==> src/hdl/hbk_pkg.sv <==
// Shared constants, lookup tables and helpers for the boot-keyboard to set-1 converter.
package hbk_pkg;

  // Report geometry
  localparam int NUM_SLOTS      = 6;
  localparam int NUM_MODS       = 8;
  localparam int USAGE_MAP_SIZE = 89;
  localparam int REPORT_LEN     = 8;

  // Item modes
  localparam logic [1:0] MODE_REPORT = 2'd0;
  localparam logic [1:0] MODE_ATTACH = 2'd1;
  localparam logic [1:0] MODE_DETACH = 2'd2;

  // Lowest usage that names a real key
  localparam logic [7:0] FIRST_KEY_USAGE = 8'd4;

  // Step counter wide enough for the eight modifier bits
  typedef logic [2:0] step_idx_t;

  // Packed key code: bit 7 extended prefix, bits 6:0 scan code, zero means no mapping
  typedef logic [7:0] key_code_t;

  localparam key_code_t USAGE_MAP [USAGE_MAP_SIZE] = '{
    8'h00, 8'h00, 8'h00, 8'h00, 8'h1E, 8'h30, 8'h2E, 8'h20,
    8'h12, 8'h21, 8'h22, 8'h23, 8'h17, 8'h24, 8'h25, 8'h26,
    8'h32, 8'h31, 8'h18, 8'h19, 8'h10, 8'h13, 8'h1F, 8'h14,
    8'h16, 8'h2F, 8'h11, 8'h2D, 8'h15, 8'h2C, 8'h02, 8'h03,
    8'h04, 8'h05, 8'h06, 8'h07, 8'h08, 8'h09, 8'h0A, 8'h0B,
    8'h1C, 8'h01, 8'h0E, 8'h0F, 8'h39, 8'h0C, 8'h0D, 8'h1A,
    8'h1B, 8'h2B, 8'h00, 8'h27, 8'h28, 8'h29, 8'h33, 8'h34,
    8'h35, 8'h3A, 8'h3B, 8'h3C, 8'h3D, 8'h3E, 8'h3F, 8'h40,
    8'h41, 8'h42, 8'h43, 8'h44, 8'h57, 8'h58, 8'h00, 8'h00,
    8'h00, 8'hD2, 8'hC7, 8'hC9, 8'hD3, 8'hCF, 8'hD1, 8'hCD,
    8'hCB, 8'hD0, 8'hC8, 8'h45, 8'hB5, 8'h37, 8'h4A, 8'h4E,
    8'h9C
  };

  localparam key_code_t MOD_MAP [NUM_MODS] = '{
    8'h1D, 8'h2A, 8'h38, 8'h00, 8'h9D, 8'h36, 8'hB8, 8'h00
  };

  // Translate a HID usage; anything beyond the table has no mapping
  function automatic key_code_t map_usage(input logic [7:0] usage);
    key_code_t code;
    code = 8'h00;
    if (usage < 8'(USAGE_MAP_SIZE)) begin
      code = USAGE_MAP[usage[6:0]];
    end
    return code;
  endfunction

endpackage

==> src/hdl/hid_boot_keyboard_to_scancode_core.sv <==
// Top level: boot-keyboard report to set-1 scan code event sequencer.
// The block takes one item (report, attach or detach) at a time and answers it with zero or more
// key events followed by exactly one status result flagged last. A single compare-and-lookup unit
// is stepped by a small sequencer over the six held slots, the eight modifier bits and the six new
// slots for an accepted report, or over the eight modifier bits and the six held slots for a
// matching detach, one position per cycle while no key event waits on out_stall. in_stall stays
// high after an item is taken until its status result is written to the output register.
// Results leave through a single output register, so the next item may be taken while the status
// of the previous one still waits on out_stall.
module hid_boot_keyboard_to_scancode_core (
  input  logic        clk,
  input  logic        rst_n,
  // Input channel
  input  logic        in_valid,
  output logic        in_stall,
  input  logic [1:0]  in_mode,
  input  logic [31:0] in_generation,
  input  logic [7:0]  in_report_length,
  input  logic [7:0]  in_modifier_bits,
  input  logic [7:0]  in_reserved_byte,
  input  logic [7:0]  in_key_slot_0,
  input  logic [7:0]  in_key_slot_1,
  input  logic [7:0]  in_key_slot_2,
  input  logic [7:0]  in_key_slot_3,
  input  logic [7:0]  in_key_slot_4,
  input  logic [7:0]  in_key_slot_5,
  // Result channel
  output logic        out_valid,
  input  logic        out_stall,
  output logic        out_is_event,
  output logic [6:0]  out_scan_code,
  output logic        out_extended,
  output logic        out_released,
  output logic        out_accepted,
  output logic        out_last
);

  // Sequencer states
  localparam logic [2:0] ST_IDLE   = 3'd0;
  localparam logic [2:0] ST_CHECK  = 3'd1;
  localparam logic [2:0] ST_REL    = 3'd2;
  localparam logic [2:0] ST_MOD    = 3'd3;
  localparam logic [2:0] ST_PRS    = 3'd4;
  localparam logic [2:0] ST_DMOD   = 3'd5;
  localparam logic [2:0] ST_DKEY   = 3'd6;
  localparam logic [2:0] ST_STATUS = 3'd7;

  localparam hbk_pkg::step_idx_t LAST_SLOT = hbk_pkg::step_idx_t'(hbk_pkg::NUM_SLOTS - 1);
  localparam hbk_pkg::step_idx_t LAST_MOD  = hbk_pkg::step_idx_t'(hbk_pkg::NUM_MODS - 1);

  // Control state
  logic [2:0]          state_r, state_nxt;
  hbk_pkg::step_idx_t  idx_r, idx_nxt;
  logic                acc_r, acc_nxt;

  // Captured item
  logic [1:0]          mode_r;
  logic [31:0]         gen_r;
  logic [7:0]          len_r;
  logic [7:0]          mods_in_r;
  logic [7:0]          resv_r;
  logic [7:0]          slot_in_r [hbk_pkg::NUM_SLOTS];

  // Keyboard history
  logic [7:0]          held_mod_r, held_mod_nxt;
  logic [7:0]          held_key_r [hbk_pkg::NUM_SLOTS];
  logic [7:0]          held_key_nxt [hbk_pkg::NUM_SLOTS];
  logic [31:0]         cur_gen_r, cur_gen_nxt;
  logic                attached_r, attached_nxt;

  // Output register
  logic                out_valid_r, out_valid_nxt;
  logic                out_is_event_r, out_is_event_nxt;
  hbk_pkg::key_code_t  out_key_r, out_key_nxt;
  logic                out_released_r, out_released_nxt;
  logic                out_accepted_r, out_accepted_nxt;
  logic                out_last_r, out_last_nxt;

  // Step unit signals
  logic                in_take;
  logic                out_free;
  logic [7:0]          probe;
  logic                member;
  hbk_pkg::key_code_t  cand_key;
  logic                cand_hit;
  logic                cand_rel;
  logic                emit;
  logic                last_step;
  logic                report_ok;
  logic                low_usage;
  logic                held_low_usage;

  assign in_stall = (state_r != ST_IDLE);
  assign in_take  = in_valid && !in_stall;
  assign out_free = !out_valid_r || !out_stall;

  // Capture the item on acceptance
  always_ff @(posedge clk) begin
    if (in_take) begin
      mode_r       <= in_mode;
      gen_r        <= in_generation;
      len_r        <= in_report_length;
      mods_in_r    <= in_modifier_bits;
      resv_r       <= in_reserved_byte;
      slot_in_r[0] <= in_key_slot_0;
      slot_in_r[1] <= in_key_slot_1;
      slot_in_r[2] <= in_key_slot_2;
      slot_in_r[3] <= in_key_slot_3;
      slot_in_r[4] <= in_key_slot_4;
      slot_in_r[5] <= in_key_slot_5;
    end
  end

  // Flag any new slot, and separately any held slot, holding one of the error usages
  always_comb begin
    low_usage      = 1'b0;
    held_low_usage = 1'b0;
    for (int i = 0; i < hbk_pkg::NUM_SLOTS; i++) begin
      if (slot_in_r[i] != 8'h00 && slot_in_r[i] < hbk_pkg::FIRST_KEY_USAGE) begin
        low_usage = 1'b1;
      end
      if (held_key_r[i] != 8'h00 && held_key_r[i] < hbk_pkg::FIRST_KEY_USAGE) begin
        held_low_usage = 1'b1;
      end
    end
  end

  assign report_ok = attached_r && (gen_r == cur_gen_r) &&
                     (len_r == 8'(hbk_pkg::REPORT_LEN)) && (resv_r == 8'h00) && !low_usage;

  // Shared step unit: pick a probe, test it against the other slot set, look up its code
  always_comb begin
    probe = 8'h00;
    unique case (state_r)
      ST_REL, ST_DKEY: probe = held_key_r[idx_r];
      ST_PRS:          probe = slot_in_r[idx_r];
      default:         probe = 8'h00;
    endcase

    member = 1'b0;
    for (int i = 0; i < hbk_pkg::NUM_SLOTS; i++) begin
      if (state_r == ST_REL && slot_in_r[i] == probe) begin
        member = 1'b1;
      end
      if (state_r == ST_PRS && held_key_r[i] == probe) begin
        member = 1'b1;
      end
    end

    cand_key  = hbk_pkg::map_usage(probe);
    cand_hit  = 1'b0;
    cand_rel  = 1'b1;
    last_step = (idx_r == LAST_SLOT);
    unique case (state_r)
      ST_REL: begin
        cand_hit = (probe >= hbk_pkg::FIRST_KEY_USAGE) && !member;
      end
      ST_MOD: begin
        cand_key  = hbk_pkg::MOD_MAP[idx_r];
        cand_hit  = held_mod_r[idx_r] ^ mods_in_r[idx_r];
        cand_rel  = !mods_in_r[idx_r];
        last_step = (idx_r == LAST_MOD);
      end
      ST_PRS: begin
        cand_hit = (probe >= hbk_pkg::FIRST_KEY_USAGE) && !member;
        cand_rel = 1'b0;
      end
      ST_DMOD: begin
        cand_key  = hbk_pkg::MOD_MAP[idx_r];
        cand_hit  = held_mod_r[idx_r];
        last_step = (idx_r == LAST_MOD);
      end
      ST_DKEY: begin
        cand_hit = (probe >= hbk_pkg::FIRST_KEY_USAGE);
      end
      default: begin
        cand_hit = 1'b0;
      end
    endcase
    emit = cand_hit && (cand_key[6:0] != 7'd0);
  end

  // Sequencer and history update
  always_comb begin
    state_nxt        = state_r;
    idx_nxt          = idx_r;
    acc_nxt          = acc_r;
    held_mod_nxt     = held_mod_r;
    held_key_nxt     = held_key_r;
    cur_gen_nxt      = cur_gen_r;
    attached_nxt     = attached_r;
    out_is_event_nxt = out_is_event_r;
    out_key_nxt      = out_key_r;
    out_released_nxt = out_released_r;
    out_accepted_nxt = out_accepted_r;
    out_last_nxt     = out_last_r;
    out_valid_nxt    = out_stall ? out_valid_r : 1'b0;

    unique case (state_r)
      ST_IDLE: begin
        if (in_take) begin
          state_nxt = ST_CHECK;
          idx_nxt   = '0;
        end
      end

      ST_CHECK: begin
        acc_nxt   = 1'b0;
        state_nxt = ST_STATUS;
        unique case (mode_r)
          hbk_pkg::MODE_ATTACH: begin
            held_mod_nxt = 8'h00;
            for (int i = 0; i < hbk_pkg::NUM_SLOTS; i++) begin
              held_key_nxt[i] = 8'h00;
            end
            cur_gen_nxt  = gen_r;
            attached_nxt = (gen_r != 32'd0);
            acc_nxt      = 1'b1;
          end
          hbk_pkg::MODE_DETACH: begin
            if (attached_r && gen_r == cur_gen_r) begin
              acc_nxt   = 1'b1;
              state_nxt = ST_DMOD;
            end
          end
          hbk_pkg::MODE_REPORT: begin
            if (report_ok) begin
              acc_nxt   = 1'b1;
              state_nxt = ST_REL;
            end
          end
          default: begin
            acc_nxt = 1'b0;
          end
        endcase
      end

      ST_REL, ST_MOD, ST_PRS, ST_DMOD, ST_DKEY: begin
        // Hold while an event waits for room in the output register
        if (!emit || out_free) begin
          if (emit) begin
            out_valid_nxt    = 1'b1;
            out_is_event_nxt = 1'b1;
            out_key_nxt      = cand_key;
            out_released_nxt = cand_rel;
            out_accepted_nxt = 1'b0;
            out_last_nxt     = 1'b0;
          end
          if (last_step) begin
            idx_nxt = '0;
            unique case (state_r)
              ST_REL:  state_nxt = ST_MOD;
              ST_MOD:  state_nxt = ST_PRS;
              ST_DMOD: state_nxt = ST_DKEY;
              default: state_nxt = ST_STATUS;
            endcase
            // Commit the new report, or forget everything on detach
            if (state_r == ST_PRS) begin
              held_mod_nxt = mods_in_r;
              held_key_nxt = slot_in_r;
            end
            if (state_r == ST_DKEY) begin
              held_mod_nxt = 8'h00;
              for (int i = 0; i < hbk_pkg::NUM_SLOTS; i++) begin
                held_key_nxt[i] = 8'h00;
              end
              attached_nxt = 1'b0;
              cur_gen_nxt  = 32'd0;
            end
          end else begin
            idx_nxt = idx_r + 3'd1;
          end
        end
      end

      ST_STATUS: begin
        if (out_free) begin
          out_valid_nxt    = 1'b1;
          out_is_event_nxt = 1'b0;
          out_key_nxt      = 8'h00;
          out_released_nxt = 1'b0;
          out_accepted_nxt = acc_r;
          out_last_nxt     = 1'b1;
          state_nxt        = ST_IDLE;
        end
      end

      default: begin
        state_nxt = ST_IDLE;
      end
    endcase
  end

  // Control and history registers
  always_ff @(posedge clk) begin
    if (!rst_n) begin
      state_r     <= ST_IDLE;
      idx_r       <= '0;
      acc_r       <= 1'b0;
      out_valid_r <= 1'b0;
      held_mod_r  <= 8'h00;
      cur_gen_r   <= 32'd0;
      attached_r  <= 1'b0;
      for (int i = 0; i < hbk_pkg::NUM_SLOTS; i++) begin
        held_key_r[i] <= 8'h00;
      end
    end else begin
      state_r     <= state_nxt;
      idx_r       <= idx_nxt;
      acc_r       <= acc_nxt;
      out_valid_r <= out_valid_nxt;
      held_mod_r  <= held_mod_nxt;
      cur_gen_r   <= cur_gen_nxt;
      attached_r  <= attached_nxt;
      held_key_r  <= held_key_nxt;
    end
  end

  // Output payload
  always_ff @(posedge clk) begin
    out_is_event_r <= out_is_event_nxt;
    out_key_r      <= out_key_nxt;
    out_released_r <= out_released_nxt;
    out_accepted_r <= out_accepted_nxt;
    out_last_r     <= out_last_nxt;
  end

  assign out_valid     = out_valid_r;
  assign out_is_event  = out_is_event_r;
  assign out_scan_code = out_key_r[6:0];
  assign out_extended  = out_key_r[7];
  assign out_released  = out_released_r;
  assign out_accepted  = out_accepted_r;
  assign out_last      = out_last_r;

  // An accepted item always starts with the validity check
  a_take_to_check: assert property (@(posedge clk) disable iff (!rst_n)
    in_take |=> state_r == ST_CHECK)
    else $error("accepted item did not enter the check state");

  // A key event never carries an empty code, status flags or the last mark
  a_event_shape: assert property (@(posedge clk) disable iff (!rst_n)
    out_valid_r && out_is_event_r |-> out_key_r[6:0] != 7'd0 && !out_last_r && !out_accepted_r)
    else $error("malformed key event");

  // Being attached implies a nonzero generation
  a_attached_gen: assert property (@(posedge clk) disable iff (!rst_n)
    attached_r |-> cur_gen_r != 32'd0)
    else $error("attached with generation zero");

  // Error usages never reach the history
  a_history_clean: assert property (@(posedge clk) disable iff (!rst_n)
    !held_low_usage)
    else $error("history holds an error usage");

endmodule
==> config.mk <==
export PLATFORM = sky130hd
export DESIGN_NAME = hid_boot_keyboard_to_scancode_core
export DESIGN_NICKNAME = d
export VERILOG_FILES = /design/src/hdl/hbk_pkg.sv /design/src/hdl/hid_boot_keyboard_to_scancode_core.sv
export SDC_FILE = /design/constraint.sdc
export NUM_CORES = 1
export LEC_CHECK = 0
export ABC_AREA = 1
export CORE_MARGIN = 2
export CORE_UTILIZATION = 24
export DETAILED_ROUTE_END_ITERATION = 16
export DONT_BUFFER_PORTS = 1
export GPL_TIMING_DRIVEN = 0
export MAX_ROUTING_LAYER = met4
export PLACE_DENSITY_LB_ADDON = 0.1
export SLEW_MARGIN = 15
export SYNTH_ARGS = -nofsm -noshare
export SYNTH_HDL_FRONTEND = slang
export SYNTH_SLANG_ARGS = --single-unit
==> constraint.sdc <==
create_clock -name clk -period 6.69 [get_ports clk]
set_input_delay 0 -clock clk [delete_from_list [all_inputs] [get_ports clk]]
set_output_delay 0 -clock clk [all_outputs]
set_load 0.05 [all_outputs]
==> run_summary.xml, run 1 <==
<?xml version="1.0" encoding="UTF-8"?>
<metrics>
  <group name="route">
    <metric name="wirelength" unit="um">55300</metric>
    <metric name="pre_repair_dr_iteration_count" unit="">7</metric>
    <metric name="detailedRoute.firstIterationViolations" unit="">917</metric>
    <metric name="routed-via-count" unit="">12913</metric>
    <metric name="drc" unit="">0</metric>
    <metric name="drtAntennaViolNets" unit="">0</metric>
    <metric name="routedWlPerCell" unit="um">19.9</metric>
    <metric name="avgViaCountPerCell" unit="">4.64</metric>
  </group>
  <group name="critical_path">
    <metric name="crit_path_start_kind" unit="">flop</metric>
    <metric name="crit_arrival" unit="ps">6070</metric>
    <metric name="endpoint_kind" unit="">flop</metric>
    <metric name="crit_path_max_fanout" unit="">14</metric>
    <metric name="critPathSlowestCell" unit="">dfxtp_1</metric>
    <metric name="critical-path-top-delay-family" unit="">simple AND/OR/NAND/NOR gates</metric>
    <metric name="critPathRequiredTime" unit="ps">7160</metric>
    <metric name="worst_path_largest_cell_delay" unit="ps">710</metric>
    <metric name="worst-path-buf-inv" unit="">6</metric>
    <metric name="critical-path-top-cell-by-count" unit="">nand2_1</metric>
    <metric name="setup.worst_path.class" unit="">flop to flop</metric>
  </group>
  <group name="global_route">
    <metric name="grt.busiest_layer" unit="">met2</metric>
    <metric name="antenna_found_initial" unit="">1</metric>
    <metric name="grt_start_max_net_pins" unit="">30</metric>
    <metric name="globalRoute.totalOverflow" unit="">0</metric>
    <metric name="groute.usage.overall" unit="%">20.0</metric>
    <metric name="global_route.usage.met3" unit="%">3.04</metric>
    <metric name="grtUsageMet1" unit="%">26.7</metric>
    <metric name="first_global_vias" unit="">12828</metric>
    <metric name="grt_pass1_wl" unit="um">82500</metric>
    <metric name="global_route.usage.met2" unit="%">31.5</metric>
  </group>
  <group name="hold_path">
    <metric name="hold_path.class" unit="">input port to flop</metric>
  </group>
  <group name="power">
    <metric name="max-vdd-ir-drop" unit="V">0.000235</metric>
    <metric name="static-leakage-power" unit="nW">7.44</metric>
    <metric name="power.density_cell_area" unit="mW/mm2">569</metric>
  </group>
  <group name="place">
    <metric name="port_buffers" unit="">0</metric>
    <metric name="gp_routability_congestion" unit="">0.918</metric>
    <metric name="dpl.cell_count" unit="">2605</metric>
    <metric name="hpwl" unit="um">41900</metric>
  </group>
  <group name="timing">
    <metric name="rsz_0062_raised_after_global_routing" unit="">false</metric>
    <metric name="worst_slew_margin_rel" unit="%">37.2</metric>
    <metric name="pins_over_slew_limit" unit="">0</metric>
    <metric name="final_period_minus_worst_setup_slack" unit="ps">5590</metric>
    <metric name="skew" unit="ps">24.9</metric>
    <metric name="tightest_slew" unit="ps">941</metric>
    <metric name="setup_viol_count_final" unit="">0</metric>
    <metric name="layout_worst_path_cycle_share" unit="%">83.6</metric>
    <metric name="finalHoldViolCount" unit="">0</metric>
    <metric name="fmax" unit="MHz">179</metric>
  </group>
  <group name="cts">
    <metric name="cts.root.buffer_cell" unit="">clkbuf_16</metric>
    <metric name="clock_tree.buffer_depth" unit="">3</metric>
    <metric name="post_cts.repair.setup_buffers" unit="">0</metric>
    <metric name="tritoncts.num_buffers" unit="">28</metric>
    <metric name="depth_of_the_cts_h_tree" unit="">1</metric>
    <metric name="clkTransAtPathRegs" unit="ps">60</metric>
    <metric name="clkSinkCount" unit="">215</metric>
    <metric name="tritoncts_clock_tree" unit="">done</metric>
    <metric name="clk_latency" unit="ps">590</metric>
  </group>
  <group name="synthesis">
    <metric name="mappedNetlistNets" unit="">2035</metric>
    <metric name="async_reset_ff_share" unit="%">0</metric>
    <metric name="synth.yosys.warnings" unit="">0</metric>
    <metric name="syn_inst" unit="">1905</metric>
    <metric name="synth_flop_cell" unit="">edfxtp_1</metric>
    <metric name="mapped_area" unit="mm2">0.0132</metric>
    <metric name="yosys.cell_types.count" unit="">36</metric>
    <metric name="edff_count_synth" unit="">118</metric>
    <metric name="synth-seq-area-share" unit="%">41.6</metric>
    <metric name="ys_seq_elements" unit="">215</metric>
    <metric name="synthesized_area_per_cell" unit="um2">6.92</metric>
  </group>
  <group name="run">
    <metric name="cap_viol_max_count" unit="">0</metric>
  </group>
  <group name="cells_and_area">
    <metric name="nFillCells" unit="">6013</metric>
    <metric name="multi_input_comb_area" unit="mm2">0.00610</metric>
    <metric name="layout.cells.non_filler" unit="">2785</metric>
    <metric name="post-route-util" unit="%">30.4</metric>
    <metric name="drive_above_1_share" unit="%">7.18</metric>
    <metric name="register_area" unit="mm2">0.00549</metric>
    <metric name="syn_to_final_growth" unit="%">24.8</metric>
    <metric name="fin_nets" unit="">2196</metric>
  </group>
  <group name="die">
    <metric name="fp-row-count" unit="">85</metric>
    <metric name="core_area" unit="mm2">0.0540</metric>
    <metric name="die_h" unit="um">238</metric>
    <metric name="initial_utilization" unit="%">24.4</metric>
    <metric name="top_level_ports" unit="">124</metric>
    <metric name="die_area" unit="mm2">0.0568</metric>
    <metric name="die_width" unit="um">238</metric>
  </group>
  <group name="run_status">
    <metric name="outcome" unit="">complete, no violations</metric>
  </group>
</metrics>
-- report_power, final --
group | leakage, nW | internal (mW) | switching (mW)
Sequential | 1.90 | 1.95 | 0.482
Combinational | 5.06 | 1.57 | 3.67
Clock | 0.482 | 1.01 | 0.677
-- worst reg2reg max path: cells and delay by family, from the launching register on --
kind,cells,cell delay (ps)
AO/OA/AOI/OAI,1,190
AND/OR/NAND/NOR,19,2220
flip-flops,1,710
adder cells (fa/ha/maj),2,550
buffers and inverters,6,1810
-- cell families after synthesis --
logic type                 after synthesis  share of synthesized area [%]
AOI/OAI and AO/OA                      119                           5.43
adders and majority gates               20                           1.90
buffers and inverters                  384                           12.1
xor gates and xnor gates                44                           2.92
DFF                                    215                           41.6
and+or+nand+nor                       1123                           36.0
-- sequential cells by signal, indices dropped and copies added (netlist names) --
name and count:
mode_r 2, out_is_event 1, len_r 8, out_released 1, held_key_r 48, mods_in_r 8
out_valid 1, attached_r 1, acc_r 1, slot_in_r 48, out_accepted 1, out_key_r 8
held_mod_r 8, idx_r 3, resv_r 8, state_r 3, out_last 1, gen_r 32
cur_gen_r 32
-- cell usage after synthesis (all sizes together) (20+ instances only) --
master  count  area (um2)
a21oi      33         165
buf        71         423
clkbuf     31         116
dfxtp      97        1940
edfxtp    118        3540
ha         20         250
inv       282        1060
nand2     696        2630
nand3      84         435
nand4     124         776
nor2      190         723
o211ai     21         158
o21ai      37         185
xor2       36         315
-- cells in the final DEF (no fill, tap or decap), drive strengths merged, types with 20 or more instances in the layout --
cell type,synthesis,routed
o21ai,37,37
dlygate4sd3,0,127
o211ai,21,21
a21oi,33,33
ha,20,20
inv,282,286
nand4,124,124
clkbuf,31,59
dfxtp,97,97
xor2,36,36
nand2,696,696
nor2,190,190
nand3,84,84
edfxtp,118,118
buf,71,75
-- layout make-up --
type / instances / share of cell area [%]
Antenna cell: 1 / 0.0152
Buffer: 102 / 3.28
Clock buffer: 28 / 4.26
Clock inverter: 24 / 1.96
Inverter: 282 / 6.44
Multi-Input combinational cell: 1306 / 37.1
Sequential cell: 215 / 33.4
Tap cell: 696 / 5.30
Timing Repair Buffer: 131 / 8.26
-- metrics by stage --
| step | hold WS (ps) | setup TNS (ps) | worst slack [ps] | area (um2) | power (mW) |
|---|---|---|---|---|---|
| after global routing | 11.7 | 0 | 672 | 16400 | 10.1 |
| after detailed placement | 98.9 | 0 | 1020 | 14100 | 7.61 |
| after CTS | 0.0981 | 0 | 1000 | 16400 | 9.41 |
| after floorplan | 98.9 | 0 | 762 | 13200 | 5.82 |
| final | 38.9 | 0 | 1100 | 16400 | 9.36 |
| after global placement | 98.9 | -183680 | -1770 | 14000 | 7.62 |
-- metal layers --
metal | vias up | share of wire, %
met5 | - | 0
met4 | 0 | 2.6
met3 | 81 | 5.2
met2 | 393 | 45
met1 | 6031 | 47
li1 | 6408 | -
-- what timing repair did --
| item | CTS | global route |
|---|---|---|
| hold endpoints to repair | 149 | 0 |
| gates resized for setup | 0 | 0 |
| hold buffers | 127 | 0 |
-- path summary, 6_finish.rpt --
path / startpoint / to / slack (ps) / cells after the start
worst min-delay path: in_generation[30] / gen_r[30]$_DFFE_PP_ / 40 / 1
worst max register to register: idx_r[1]$_SDFFE_PN0P_ / held_key_r[14]$_SDFFE_PN0P_ / 1100 / 28
worst max-delay path: idx_r[1]$_SDFFE_PN0P_ / held_key_r[14]$_SDFFE_PN0P_ / 1100 / 28
worst min register to register: held_mod_r[3]$_SDFFE_PN0P_ / held_mod_r[3]$_SDFFE_PN0P_ / 510 / 4
(Power assumes the default switching activity.)
==> inputs of run 2 (changes only) <==
ABC_AREA = 0   (was 1)
clock period = 5.2 ns   (was 6.69 ns; I/O delays follow)
==> run_summary.xml, run 2 <==
<?xml version="1.0" encoding="UTF-8"?>
<metrics>
  <group name="route">
    <metric name="drtAntennaViolNets" unit="">0</metric>
    <metric name="drc" unit="">0</metric>
    <metric name="routed-via-count" unit="">9322</metric>
    <metric name="avgViaCountPerCell" unit="">4.78</metric>
    <metric name="routedWlPerCell" unit="um">22.2</metric>
    <metric name="pre_repair_dr_iteration_count" unit="">6</metric>
    <metric name="detailedRoute.firstIterationViolations" unit="">610</metric>
    <metric name="wirelength" unit="um">43400</metric>
  </group>
  <group name="synthesis">
    <metric name="synth_flop_cell" unit="">edfxtp_1</metric>
    <metric name="yosys.area_share.adder" unit="%">2.08</metric>
    <metric name="syn_inst" unit="">1117</metric>
    <metric name="leading_cell_types_by_count_after_synthesis" unit="">nand2_1 (178), edfxtp_1 (118), dfxtp_1 (97), mux2i_1 (96), xnor2_1 (95)</metric>
    <metric name="ys_top_cells_by_area" unit="">edfxtp_1 (29%), dfxtp_1 (16%), mux2i_1 (8.0%)</metric>
    <metric name="synthMuxAreaShare" unit="%">13.5</metric>
    <metric name="ys_seq_elements" unit="">215</metric>
    <metric name="synth_area_leader_cell" unit="">edfxtp_1</metric>
    <metric name="synthXorXnorAreaFrac" unit="%">9.61</metric>
    <metric name="edff_count_synth" unit="">118</metric>
    <metric name="synthesized_area_per_cell" unit="um2">10.8</metric>
    <metric name="mapped_area" unit="mm2">0.0120</metric>
    <metric name="synth-seq-area-share" unit="%">45.6</metric>
    <metric name="post-synth-top-count-cell" unit="">nand2_1</metric>
    <metric name="mappedNetlistNets" unit="">1247</metric>
    <metric name="main_combinational_cell_family_by_area_after_synthesis" unit="">simple AND/OR/NAND/NOR gates</metric>
    <metric name="post-synth-top-area-fraction" unit="%">29.5</metric>
    <metric name="synth.yosys.warnings" unit="">0</metric>
    <metric name="yosys.cell_types.count" unit="">90</metric>
    <metric name="async_reset_ff_share" unit="%">0</metric>
    <metric name="synth_simple_gate_area_share" unit="%">14.9</metric>
    <metric name="synth_compound_area_share" unit="%">9.11</metric>
  </group>
  <group name="die">
    <metric name="initial_utilization" unit="%">24.1</metric>
    <metric name="die_width" unit="um">228</metric>
    <metric name="core_area" unit="mm2">0.0499</metric>
    <metric name="fp-row-count" unit="">82</metric>
    <metric name="top_level_ports" unit="">124</metric>
    <metric name="die_area" unit="mm2">0.0519</metric>
    <metric name="die_h" unit="um">228</metric>
  </group>
  <group name="timing">
    <metric name="finalHoldViolCount" unit="">0</metric>
    <metric name="final_period_minus_worst_setup_slack" unit="ps">5000</metric>
    <metric name="skew" unit="ps">20.0</metric>
    <metric name="fmax" unit="MHz">200</metric>
    <metric name="pins_over_slew_limit" unit="">0</metric>
    <metric name="rsz_0062_raised_after_global_routing" unit="">false</metric>
    <metric name="setup_viol_count_final" unit="">0</metric>
    <metric name="timing.final.ws_setup" unit="ps">196</metric>
    <metric name="tightest_slew" unit="ps">1140</metric>
    <metric name="layout_worst_path_cycle_share" unit="%">96.2</metric>
    <metric name="worst_slew_margin_rel" unit="%">23.1</metric>
  </group>
  <group name="cells_and_area">
    <metric name="drive_above_1_share" unit="%">13.3</metric>
    <metric name="syn_to_final_growth" unit="%">24.2</metric>
    <metric name="layout.cells.most_common_list" unit="">nand2_1 (178), edfxtp_1 (118), dlygate4sd3_1 (108), mux2i_1 (96), xnor2_1 (95)</metric>
    <metric name="layout_top_registers" unit="">held_key_r: 48 flops, slot_in_r: 48 flops</metric>
    <metric name="multi_input_comb_area" unit="mm2">0.00600</metric>
    <metric name="nFillCells" unit="">5210</metric>
    <metric name="final_common_cell" unit="">nand2_1</metric>
    <metric name="post-route-util" unit="%">30.0</metric>
    <metric name="fin_nets" unit="">1387</metric>
    <metric name="layout.cells.non_filler" unit="">1951</metric>
    <metric name="register_area" unit="mm2">0.00549</metric>
    <metric name="final_design_area_no_fill" unit="mm2">0.0149</metric>
  </group>
  <group name="critical_path">
    <metric name="endpoint_kind" unit="">flop</metric>
    <metric name="crit_arrival" unit="ps">5490</metric>
    <metric name="crit_path_start_kind" unit="">flop</metric>
    <metric name="critPathRequiredTime" unit="ps">5690</metric>
    <metric name="crit_path_max_fanout" unit="">14</metric>
    <metric name="setup.worst_path.class" unit="">flop to flop</metric>
  </group>
  <group name="place">
    <metric name="dpl.cell_count" unit="">1791</metric>
    <metric name="gp_routability_congestion" unit="">0.905</metric>
    <metric name="hpwl" unit="um">32000</metric>
    <metric name="detailed_place.area" unit="mm2">0.0129</metric>
    <metric name="port_buffers" unit="">0</metric>
    <metric name="detailedPlace.worstSlack" unit="ps">-519</metric>
  </group>
  <group name="power">
    <metric name="power_frac_clock" unit="%">23.1</metric>
    <metric name="static-leakage-power" unit="nW">5.02</metric>
    <metric name="seqPwrFrac" unit="%">34.8</metric>
    <metric name="cell_internal_pwr" unit="mW">4.52</metric>
    <metric name="max-vdd-ir-drop" unit="V">0.000252</metric>
    <metric name="power.combinational.fraction" unit="%">42.1</metric>
    <metric name="power.switching_fraction" unit="%">40.3</metric>
    <metric name="power.density_cell_area" unit="mW/mm2">507</metric>
    <metric name="power_switching" unit="mW">3.06</metric>
  </group>
  <group name="cts">
    <metric name="depth_of_the_cts_h_tree" unit="">1</metric>
    <metric name="clock_tree.buffer_depth" unit="">3</metric>
    <metric name="tritoncts.num_buffers" unit="">27</metric>
    <metric name="clkTransAtPathRegs" unit="ps">60</metric>
    <metric name="clk_latency" unit="ps">560</metric>
    <metric name="cts.root.buffer_cell" unit="">clkbuf_16</metric>
    <metric name="tritoncts_clock_tree" unit="">done</metric>
    <metric name="clkSinkCount" unit="">215</metric>
  </group>
  <group name="global_route">
    <metric name="grt_pass1_wl" unit="um">64800</metric>
    <metric name="globalRoute.totalOverflow" unit="">0</metric>
    <metric name="grt_start_max_net_pins" unit="">51</metric>
    <metric name="groute.usage.overall" unit="%">16.9</metric>
    <metric name="first_global_vias" unit="">9718</metric>
    <metric name="antenna_found_initial" unit="">3</metric>
  </group>
  <group name="hold_path">
    <metric name="hold_path.class" unit="">input port to flop</metric>
  </group>
  <group name="run">
    <metric name="cap_viol_max_count" unit="">0</metric>
  </group>
  <group name="run_status">
    <metric name="outcome" unit="">complete, no violations</metric>
  </group>
</metrics>
[run 2: cell families after synthesis]
| family | after synthesis |
|---|---|
| AOI/OAI and AO/OA | 144 |
| xor gates and xnor gates | 132 |
| adders and majority gates | 20 |
| buffers and inverters | 90 |
| DFF | 215 |
| muxes | 142 |
| and+or+nand+nor | 374 |
[run 2: critical path, cell delays in order (launching register included)]
cell,delay (ps)
dfxtp_2,400
buf_8,180
buf_8,180
buf_8,180
mux2_1,350
a222oi_1,240
o22a_1,200
buf_6,190
inv_2,120
buf_6,210
ha_1,240
nor2_1,110
a22o_1,150
o22ai_1,90
a221oi_1,470
nand2b_1,200
nor4bb_4,420
a211oi_4,110
nor3_4,270
buf_12,220
buf_12,180
mux2i_1,180
[run 2: final timing paths]
check	startpoint	end	slack [ps]	cells past startpoint
worst max-delay path	idx_r[0]$_SDFFE_PN0P_	held_key_r[1]$_SDFFE_PN0P_	200	21
worst min register to register	held_mod_r[6]$_SDFFE_PN0P_	held_mod_r[6]$_SDFFE_PN0P_	460	2
worst max register to register	idx_r[0]$_SDFFE_PN0P_	held_key_r[1]$_SDFFE_PN0P_	200	21
worst min-delay path	rst_n	idx_r[0]$_SDFFE_PN0P_	50	3
[run 2: final cells by class]
cell class | instances | area share [%]
well taps | 672 | 5.63
flip-flops and latches | 215 | 36.7
inverters | 14 | 0.352
clock inverters | 14 | 0.670
diodes | 2 | 0.0335
plain buffers | 75 | 4.05
repair buffers | 112 | 7.65
multi-input cells | 812 | 40.2
clock buffers | 35 | 4.72
[run 2: metrics by stage]
| stage | power [mW] | hold WS [ps] | setup TNS [ps] |
|---|---|---|---|
| 5_1_grt | 8.00 | 47.2 | 0 |
| 6_report | 7.58 | 47.9 | 0 |
| 4_1_cts | 7.60 | 25.8 | 0 |
| 3_3_place_gp | 5.75 | 98.9 | -50200 |
| 3_5_place_dp | 5.71 | 98.9 | -18650 |
| 2_1_floorplan | 4.73 | 98.9 | 0 |
[run 2: power groups by stage]
stage	clock, mW	sequential (mW)	combinational (mW)
after floorplan	0	2.54	2.20
after global placement	0	2.73	3.02
after detailed placement	0	2.68	3.04
after CTS	1.83	2.64	3.13
after global routing	1.88	2.67	3.45
final	1.75	2.64	3.19
[run 2: per-layer routing]
| layer | vias up | part of all wire [%] | track usage (%) |
|---|---|---|---|
| li1 | 4354 | - | - |
| met1 | 4608 | 47 | 23.1 |
| met2 | 277 | 45 | 26.2 |
| met3 | 83 | 4.6 | 2.29 |
| met4 | 0 | 2.9 | 4.88 |
| met5 | - | 0 | - |
[run 2: timing repair]
action / CTS / global route
pin swaps: 2 / 4
buffers inserted: 1 / 1
hold buffers: 108 / 0
endpoints found under the hold margin: 149 / 0
endpoints found under the setup margin: 101 / 104
gates resized for setup: 8 / 19
==> inputs of run 3 (changes only) <==
clock period = 5.8 ns   (was 5.2 ns; I/O delays follow)
==> run_summary.xml, run 3 (synthesis gave the netlist of run 2 again) <==
<?xml version="1.0" encoding="UTF-8"?>
<metrics>
  <group name="cells_and_area">
    <metric name="final_common_cell" unit="">nand2_1</metric>
    <metric name="layout.cells.most_common_list" unit="">nand2_1 (178), edfxtp_1 (118), dlygate4sd3_1 (108), dfxtp_1 (97), mux2i_1 (96)</metric>
    <metric name="final_design_area_no_fill" unit="mm2">0.0148</metric>
    <metric name="syn_to_final_growth" unit="%">23.2</metric>
    <metric name="post-route-util" unit="%">29.7</metric>
    <metric name="fin_nets" unit="">1386</metric>
    <metric name="multi_input_comb_area" unit="mm2">0.00593</metric>
    <metric name="register_area" unit="mm2">0.00549</metric>
    <metric name="layout_top_registers" unit="">held_key_r: 48 flops, slot_in_r: 48 flops</metric>
    <metric name="drive_above_1_share" unit="%">12.3</metric>
    <metric name="nFillCells" unit="">5221</metric>
  </group>
  <group name="power">
    <metric name="static-leakage-power" unit="nW">4.99</metric>
    <metric name="total_power" unit="mW">6.72</metric>
    <metric name="power.density_cell_area" unit="mW/mm2">453</metric>
    <metric name="max-vdd-ir-drop" unit="V">0.000226</metric>
  </group>
  <group name="cts">
    <metric name="clkTransAtPathRegs" unit="ps">60</metric>
    <metric name="tritoncts_clock_tree" unit="">done</metric>
    <metric name="cts.root.buffer_cell" unit="">clkbuf_16</metric>
    <metric name="depth_of_the_cts_h_tree" unit="">1</metric>
    <metric name="postCtsResizedCells" unit="">0</metric>
    <metric name="tritoncts.num_buffers" unit="">27</metric>
    <metric name="clkSinkCount" unit="">215</metric>
    <metric name="clock_tree.buffer_depth" unit="">3</metric>
    <metric name="clk_latency" unit="ps">560</metric>
  </group>
  <group name="route">
    <metric name="routed-via-count" unit="">9322</metric>
    <metric name="pre_repair_dr_iteration_count" unit="">8</metric>
    <metric name="detailedRoute.firstIterationViolations" unit="">637</metric>
    <metric name="avgViaCountPerCell" unit="">4.78</metric>
    <metric name="drtAntennaViolNets" unit="">0</metric>
    <metric name="routedWlPerCell" unit="um">22.2</metric>
    <metric name="drc" unit="">0</metric>
    <metric name="wirelength" unit="um">43400</metric>
  </group>
  <group name="timing">
    <metric name="setup_tns" unit="ps">0</metric>
    <metric name="timing.final.ws_setup" unit="ps">333</metric>
    <metric name="final_period_minus_worst_setup_slack" unit="ps">5470</metric>
    <metric name="rsz_0062_raised_after_global_routing" unit="">false</metric>
    <metric name="worst_slew_margin_rel" unit="%">17.8</metric>
    <metric name="layout_worst_path_cycle_share" unit="%">94.3</metric>
    <metric name="setup_viol_count_final" unit="">0</metric>
    <metric name="finalHoldViolCount" unit="">0</metric>
    <metric name="skew" unit="ps">18.0</metric>
    <metric name="pins_over_slew_limit" unit="">0</metric>
    <metric name="fmax" unit="MHz">183</metric>
    <metric name="tightest_slew" unit="ps">1220</metric>
  </group>
  <group name="hold_path">
    <metric name="holdCritStartpoint" unit="">in_modifier_bits[5]</metric>
    <metric name="worstHoldEndpoint" unit="">mods_in_r[5]$_DFFE_PP_</metric>
    <metric name="worstHoldPathCells" unit="">1</metric>
    <metric name="hold_path.class" unit="">input port to flop</metric>
  </group>
  <group name="die">
    <metric name="die_h" unit="um">228</metric>
    <metric name="core_area" unit="mm2">0.0499</metric>
    <metric name="die_width" unit="um">228</metric>
    <metric name="initial_utilization" unit="%">24.1</metric>
    <metric name="fp-row-count" unit="">82</metric>
    <metric name="die_area" unit="mm2">0.0519</metric>
    <metric name="top_level_ports" unit="">124</metric>
  </group>
  <group name="run_status">
    <metric name="outcome" unit="">complete, no violations</metric>
  </group>
  <group name="critical_path">
    <metric name="setup.worst_path.class" unit="">flop to flop</metric>
    <metric name="rrSetupSlack" unit="ps">330</metric>
    <metric name="crit_path_max_fanout" unit="">14</metric>
    <metric name="rr_worst_depth" unit="">21</metric>
    <metric name="crit_arrival" unit="ps">5910</metric>
    <metric name="crit_path_start_kind" unit="">flop</metric>
    <metric name="critPathRequiredTime" unit="ps">6240</metric>
    <metric name="reg2reg_from" unit="">idx_r[0]$_SDFFE_PN0P_</metric>
    <metric name="timing.rr.end" unit="">held_key_r[1]$_SDFFE_PN0P_</metric>
    <metric name="endpoint_kind" unit="">flop</metric>
  </group>
  <group name="place">
    <metric name="port_buffers" unit="">0</metric>
    <metric name="detailed_place.area" unit="mm2">0.0129</metric>
    <metric name="gp_routability_congestion" unit="">0.905</metric>
    <metric name="hpwl" unit="um">32000</metric>
    <metric name="detailedPlace.worstSlack" unit="ps">80.6</metric>
  </group>
  <group name="global_route">
    <metric name="globalRoute.totalOverflow" unit="">0</metric>
    <metric name="first_global_vias" unit="">9717</metric>
    <metric name="groute.usage.overall" unit="%">16.9</metric>
    <metric name="grt_start_max_net_pins" unit="">51</metric>
    <metric name="grt_pass1_wl" unit="um">64700</metric>
    <metric name="antenna_found_initial" unit="">2</metric>
  </group>
  <group name="run">
    <metric name="cap_viol_max_count" unit="">0</metric>
  </group>
</metrics>
-- run 3: how the worst max path moves through the flow --
stage,depth (start not counted),start,to
floorplan,19,idx_r[0]$_SDFFE_PN0P_,out_accepted$_SDFFCE_PN0P_
global placement,6,state_r[1]$_SDFFE_PN0P_,idx_r[2]$_SDFFE_PN0P_
detailed placement,19,idx_r[0]$_SDFFE_PN0P_,out_last$_DFFE_PP_
CTS,19,idx_r[0]$_SDFFE_PN0P_,out_key_r[2]$_SDFFCE_PP0P_
global route,21,idx_r[0]$_SDFFE_PN0P_,held_mod_r[5]$_SDFFE_PN0P_
finish,21,idx_r[0]$_SDFFE_PN0P_,held_key_r[1]$_SDFFE_PN0P_
-- run 3: metrics by stage --
stage	instances	hold WS [ps]
2_1_floorplan	1117	98.9
3_3_place_gp	1789	98.9
3_5_place_dp	1791	98.9
4_1_cts	1948	25.8
5_1_grt	1950	47.2
6_report	1950	64.7
-- run 3: routing by layer --
layer  part of all wire (%)  up-vias  global-route usage (%)
li1                       -     4345                       -
met1                     48     4607                    23.1
met2                     45      280                    26.1
met3                    4.7       90                    2.29
met4                    3.0        0                    4.94
met5                      0        -                       -
-- run 3: power by group --
| part | switching (mW) | internal [mW] | leakage, nW | total (mW) |
|---|---|---|---|---|
| Combinational | 1.67 | 1.12 | 2.71 | 2.79 |
| Clock | 0.668 | 0.898 | 0.396 | 1.57 |
| Sequential | 0.379 | 1.99 | 1.88 | 2.37 |
| Total | 2.71 | 4.01 | 4.99 | 6.72 |
-- run 3: timing repair --
item                      CTS  global route
hold buffers              108             0
hold endpoints to repair  149             0
setup buffers               0             0
-- run 3: cell type report --
type | instances | share of cell area, %
sequential | 215 | 37.0
clock buffer | 35 | 4.76
buffer | 76 | 3.87
timing repair buffer | 110 | 7.62
tap | 672 | 5.67
antenna | 2 | 0.0338
clock inverter | 14 | 0.675
multi-input combinational | 812 | 40.0
inverter | 14 | 0.355
-- run 3: critical path, cell delays in order (launching register included) --
cell and delay [ps]:
dfxtp_1 460, buf_6 220, buf_6 210, buf_6 210, mux2_1 350, a222oi_1 240
o22a_1 190, buf_4 220, inv_2 130, buf_4 260, ha_1 220, nand2b_1 200
a311o_1 380, o211a_1 160, nor4_1 450, a221o_1 230, nor4bb_4 80, a211oi_4 490
nor3_4 110, buf_8 210, buf_12 170, mux2i_1 120
